--- config.mk ---
export PLATFORM = sky130hd
export DESIGN_NAME = qlr_ctrl
export DESIGN_NICKNAME = d
export VERILOG_FILES = /design/src/hdl/qlr_pkg.sv /design/src/hdl/qlr_ctrl.sv
export SDC_FILE = /design/constraint.sdc
export NUM_CORES = 1
export LEC_CHECK = 0
export ABC_AREA = 1
export BUFFER_PORTS_ARGS = -buffer_cell sky130_fd_sc_hd__buf_2
export CAP_MARGIN = 30
export CORE_UTILIZATION = 46
export DETAILED_ROUTE_END_ITERATION = 8
export GPL_TIMING_DRIVEN = 0
export PLACE_DENSITY = 0.84
export SLEW_MARGIN = 40
export SYNTH_ARGS = -nofsm -noshare
export SYNTH_HDL_FRONTEND = slang
export SYNTH_SLANG_ARGS = --single-unit
--- constraint.sdc ---
create_clock -name clk -period 1.3 [get_ports clk]
set_clock_uncertainty 0.15 [all_clocks]
set_input_delay 0.26 -clock clk [delete_from_list [all_inputs] [get_ports clk]]
set_output_delay 0.26 -clock clk [all_outputs]
set_load 0.005 [all_outputs]
--- src/hdl/qlr_pkg.sv ---
// Package: constants, types and saturating helpers for the Q-learning rate controller.
package qlr_pkg;

  localparam int NUM_BINS  = 10;
  localparam int NUM_MOVES = 3;
  localparam int Q_BITS    = 40;
  localparam int BIN_W     = $clog2(NUM_BINS);
  localparam int ENTRIES   = NUM_BINS * NUM_MOVES;
  localparam int ADDR_W    = $clog2(ENTRIES);
  localparam int FRAC      = 16;
  localparam int PROD_W    = Q_BITS + FRAC;
  localparam int DVD_W     = 41;
  localparam int DVS_W     = 33;
  localparam int CNT_W     = $clog2(DVD_W);
  localparam logic [31:0] EPS_Q824 = 32'd168;
  // (2^34 + 1) / 5: floor(x * RATE_RECIP / 2^34) == floor(x / 5) for any 32-bit x
  localparam logic [31:0] RATE_RECIP = 32'hCCCC_CCCD;

  localparam logic [1:0] ACT_DEC  = 2'd0;
  localparam logic [1:0] ACT_HOLD = 2'd1;
  localparam logic [1:0] ACT_INC  = 2'd2;
  localparam logic [1:0] ACT_BAD  = 2'd3;

  localparam logic [2:0] REG_ALPHA   = 3'd0;
  localparam logic [2:0] REG_GAMMA   = 3'd1;
  localparam logic [2:0] REG_EXPLORE = 3'd2;
  localparam logic [2:0] REG_LR_INIT = 3'd3;
  localparam logic [2:0] REG_LR_MIN  = 3'd4;
  localparam logic [2:0] REG_LR_MAX  = 3'd5;

  typedef logic signed [Q_BITS-1:0] q_t;

  localparam q_t Q_HI = {1'b0, {(Q_BITS-1){1'b1}}};
  localparam q_t Q_LO = {1'b1, {(Q_BITS-1){1'b0}}};

  typedef struct packed {
    logic acc;
    logic div_start;
    logic rate_mul;
    logic rd_run;
    logic best;
    logic mul1;
    logic tgt;
    logic td;
    logic mul2;
    logic wr;
    logic arg;
    logic fin;
  } qlr_cmd_t;

  typedef struct packed {
    logic div_done;
    logic rd_done;
    logic out_busy;
  } qlr_sts_t;

  function automatic q_t sat_add(input q_t a, input q_t b);
    logic signed [Q_BITS:0] s;
    s = {a[Q_BITS-1], a} + {b[Q_BITS-1], b};
    if (s[Q_BITS] != s[Q_BITS-1]) return s[Q_BITS] ? Q_LO : Q_HI;
    return s[Q_BITS-1:0];
  endfunction

  function automatic q_t sat_sub(input q_t a, input q_t b);
    logic signed [Q_BITS:0] s;
    s = {a[Q_BITS-1], a} - {b[Q_BITS-1], b};
    if (s[Q_BITS] != s[Q_BITS-1]) return s[Q_BITS] ? Q_LO : Q_HI;
    return s[Q_BITS-1:0];
  endfunction

  function automatic logic [Q_BITS-1:0] q_mag(input q_t v);
    return v[Q_BITS-1] ? (~v + 1'b1) : v;
  endfunction

endpackage

--- src/hdl/qlr_ctrl.sv ---
// Controller: one-hot sequencer stepping the datapath through one beat.
module qlr_ctrl import qlr_pkg::*; (
  input  logic     clk,
  input  logic     rst_n,
  input  logic     in_valid,
  output logic     in_ready,
  input  qlr_sts_t sts,
  output qlr_cmd_t cmd
);

  typedef enum logic [11:0] {
    S_IDLE   = 12'b000000000001,
    S_DIV    = 12'b000000000010,
    S_RD     = 12'b000000000100,
    S_BEST   = 12'b000000001000,
    S_MUL1   = 12'b000000010000,
    S_TGT    = 12'b000000100000,
    S_TD     = 12'b000001000000,
    S_MUL2   = 12'b000010000000,
    S_WR     = 12'b000100000000,
    S_ARG    = 12'b001000000000,
    S_RMUL   = 12'b010000000000,
    S_FIN    = 12'b100000000000
  } state_t;

  state_t state_r, state_nxt;

  always_comb begin
    cmd       = '0;
    state_nxt = state_r;
    in_ready  = 1'b0;
    unique case (state_r)
      S_IDLE: begin
        in_ready = 1'b1;
        if (in_valid) begin
          cmd.acc       = 1'b1;
          cmd.div_start = 1'b1;
          state_nxt     = S_DIV;
        end
      end
      S_DIV:    if (sts.div_done) state_nxt = S_RD;
      S_RD: begin
        cmd.rd_run = 1'b1;
        if (sts.rd_done) state_nxt = S_BEST;
      end
      S_BEST: begin
        cmd.best  = 1'b1;
        state_nxt = S_MUL1;
      end
      S_MUL1: begin
        cmd.mul1  = 1'b1;
        state_nxt = S_TGT;
      end
      S_TGT: begin
        cmd.tgt   = 1'b1;
        state_nxt = S_TD;
      end
      S_TD: begin
        cmd.td    = 1'b1;
        state_nxt = S_MUL2;
      end
      S_MUL2: begin
        cmd.mul2  = 1'b1;
        state_nxt = S_WR;
      end
      S_WR: begin
        cmd.wr    = 1'b1;
        state_nxt = S_ARG;
      end
      S_ARG: begin
        cmd.arg   = 1'b1;
        state_nxt = S_RMUL;
      end
      S_RMUL: begin
        cmd.rate_mul = 1'b1;
        state_nxt    = S_FIN;
      end
      S_FIN: begin
        if (!sts.out_busy) begin
          cmd.fin   = 1'b1;
          state_nxt = S_IDLE;
        end
      end
      default: state_nxt = S_IDLE;
    endcase
  end

  always_ff @(posedge clk) begin
    if (!rst_n) state_r <= S_IDLE;
    else state_r <= state_nxt;
  end

endmodule

# Word-level counts from Yosys, hierarchy flattened
# Index checks and enable logic that the tools add are counted.
dict set report word_totals {
  regBits 12
  in_bits 6
  output_inout_bits 13
  elab_cells 37
}
dict set report op_classes {
  eq_ne 16
  n_mux 19
  n_reduce_logical 1
}
# op count
set ops {}
lappend ops {{$pmux W12 S12} 1}
lappend ops {{$mux W12} 4}
lappend ops {{$eq A12 B1 Y1 const B} 1}
lappend ops {{$eq A12 B10 Y1 const B} 1}
lappend ops {{$eq A12 B11 Y1 const B} 1}
lappend ops {{$eq A12 B12 Y1 const B} 1}
lappend ops {{$eq A12 B2 Y1 const B} 1}
lappend ops {{$eq A12 B3 Y1 const B} 1}
lappend ops {{$eq A12 B4 Y1 const B} 1}
lappend ops {{$eq A12 B5 Y1 const B} 1}
lappend ops {{$eq A12 B6 Y1 const B} 1}
lappend ops {{$eq A12 B7 Y1 const B} 1}
lappend ops {{$eq A12 B8 Y1 const B} 1}
lappend ops {{$eq A12 B9 Y1 const B} 1}
lappend ops {{$mux W1} 12}
lappend ops {{$ne A2 B2 Y1 const B} 4}
lappend ops {{$mux W2} 2}
lappend ops {{$reduce_and A4 Y1} 1}

# Logic depth before layout (Yosys ltp)
dict set report logic_depth {
  ltp_word 3
  ltp_mapped 9
  mapped_depth_nobuf 9
}

# Least setup slack after synthesis
# No wires, ideal clock.
dict set report synth_path {
  path_kind {reg2out}
  start {reg state_r[8]}
  end {out cmd[11] in the netlist's numbering}
  arrival_time_ns 1.062
  required_time_ns 0.890
  slack_ns -0.172
  stages_incl_launch_ff 7
  n_path_buf 1
  path_cell_list {dfxtp_1 -> nor2_2 -> nand2_2 -> nor2_4 -> nand2_1 -> nor2_1 -> buf_4}
}
# element line_no
set synth_lines {}
lappend synth_lines {{start: declaration} qlr_ctrl.sv:26} ;# state_t state_r, state_nxt;
lappend synth_lines {{start signal: assignment} qlr_ctrl.sv:90} ;# else state_r <= state_nxt;
lappend synth_lines {{end: declaration} qlr_ctrl.sv:8} ;# output qlr_cmd_t cmd

==> results.cfg <==
[status]
outcome = finished, violations left
violations = design-rule violations, negative setup slack

[yosys]
synthCells = 132
ys_warn_count = 0
syn_area_um2 = 792
ys_ff_latch = 12
mappedNetlistNets = 138
syn_area_per_cell_um2 = 6.00
yosysSeqAreaShare = 0.303
ys_types = 18

[detailed_routing]
drt_iter0_markers = 26
num_vias = 898
wl_met3_um = 109
ant_nets = 0
met1_length_um = 797
drc = 4
wire_per_inst_um = 11.5
top_layer = met4
avgViaCountPerCell = 5.02
wirelength_um = 2060
dr_wl_met2_um = 1130
drtPass1Iterations = 6

[sta]
hold_viol_final = 0
whs_ps = 71.9
tightest_slew_ps = 209
rsz0062_at_grt = true
relSlewSlack = 0.860
setup_viol = 20
setup_ws_ps = -484
min_period_over_period = 1.37
fin_crit_ps = 1780
max_freq_ghz = 0.561
slew_violations = 0

[die]
pin_count = 19
dieWidth_um = 43.5
rows = 14
dieArea_um2 = 1890
fp.dieH_um = 43.5
fp.coreArea_um2 = 1560
start_util = 0.508

[finish]
fill_cells = 117
top_regs = state_r (12)
fin_area_um2 = 1150
final_util = 0.737
areaGrowthSynthToFinish_pct = 45.0
largest_register_ffs = 12
max_flop_register = state_r
drive_gt1_frac = 0.479
nets = 171
layout.cells.non_filler = 179
antenna_cells = 0

[pwr]
power_mw = 1.62
internal_power_mw = 0.936
comb_power_share = 0.567
leakage_nw = 0.673
switching_share = 0.423
pwr_density_cell_nw_per_um2 = 1410
p_switching_mw = 0.687
peakVddDrop_v = 0.00119
p_clk_frac = 0.141
power_frac_seq = 0.292

[grt]
grt_first_pass_wirelength_um = 3020
antenna_found_initial = 0
grt_overflow = 0
grt_pass1_vias = 766
grt_max_degree = 9
grt_usage = 0.212

[clock_network]
insertion_delay_ps = 270
cts_tree = done
clkTransAtPathRegs_ps = 70
cts_buffers = 3
cts_buffer_depth = 2
root_buffer = clkbuf_4
cts.sinks = 12
ctsHoldBuffers = 0
htree_levels = 1

[worst_setup_path]
worstSetupEndpointType = primary output
required_ps = 890
worstPathMaxFanout = 4
critPathLaunchType = register
cp.arrival_ps = 1370
critPathKind = reg2out

[job]
cap_violations = 0

[placement]
port-buffer-count = 17
placed_area_um2 = 905
gp_congestion = 0.822
dp_cells = 165
dp_hpwl_um = 1400

[min_path]
hold_path.class = in2reg
[cells in the mapped netlist]
cell type	count	area [um2]
nand4_1	1	6.26
inv_2	1	3.75
buf_4	1	7.51
a21oi_1	1	5.00
nor3b_1	1	7.51
nor2_1	22	82.6
nand2_1	31	116
nand3_1	7	35.0
buf_6	1	11.3
nor2_4	3	33.8
o21ai_0	2	10.0
inv_1	32	120
nor2_2	4	25.0
dfxtp_1	12	240
nand2_2	6	37.5
nor3_2	2	20.0
nand3_2	1	10.0
nor3_1	4	20.0
[worst max-delay path, stage by stage (launching register included)]
cell and delay [ps]:
dfxtp_4 360, nor2_4 90, nand2_2 100, nor2_4 160, inv_2 70, nor3_4 190, buf_2 130
[metal layers]
layer  vias to the layer above  global-route usage
li1                        448                   -
met1                       412               0.239
met2                        35               0.400
met3                         3              0.0250
met4                         0              0.0875
met5                         -                   0
[power groups by stage]
stage	clock network (mW)	registers [mW]	logic, mW
floorplan	0	0.450	0.495
global placement	0	0.457	0.608
detailed placement	0	0.458	0.635
CTS	0.222	0.468	0.739
global route	0.244	0.477	1.01
finish	0.229	0.473	0.920
[layout make-up]
type                            instances  area, um2  share of cell area
Clock buffer                            3       22.5              0.0196
Buffer                                  2       18.8              0.0163
Inverter                               33        124               0.108
Sequential cell                        12        258               0.224
Tap cell                               16       20.0              0.0174
Timing Repair Buffer                   28        188               0.163
Multi-Input combinational cell         85        518               0.451
[final timing paths]
| check | startpoint | end | slack (ps) | cells past startpoint |
|---|---|---|---|---|
| worst min register to register | state_r[1] | state_r[1] | 390 | 2 |
| worst max register to register | state_r[11] | state_r[1] | -330 | 11 |
| worst max-delay path | state_r[11] | cmd[7] | -480 | 6 |
| worst min-delay path | rst_n | state_r[8] | 70 | 3 |
[stage by stage]
stage | setup TNS, ps | setup WS [ps]
global route | -8700 | -564
finish | -7230 | -484
CTS | -6940 | -459
floorplan | -147 | -106
global placement | -2730 | -232
detailed placement | -3400 | -279
[kinds of logic after synthesis]
kind of cell    after synthesis  share of synthesized area
simple gates                 82                      0.498
buf+inv                      35                      0.180
flops                        12                      0.303
compound gates                3                     0.0190
[what timing repair did]
action	4_1_cts	5_1_grt
setup endpoints to repair	21	22
gates cloned	0	0
hold endpoints to repair	0	0
buffers inserted	8	3
pin swaps	7	10
gates resized for setup	18	26
[placed cells by master, fill, tap and decap left out, drive strengths merged]
master | synthesis | layout
nor3b | 1 | 1
o21ai | 2 | 2
dfxtp | 12 | 12
buf | 2 | 30
clkbuf | 0 | 3
nor2 | 29 | 29
nand3 | 8 | 8
inv | 33 | 33
a21oi | 1 | 1
nand4 | 1 | 1
nor3 | 6 | 6
nand2 | 37 | 37
(Power assumes the default switching activity.)
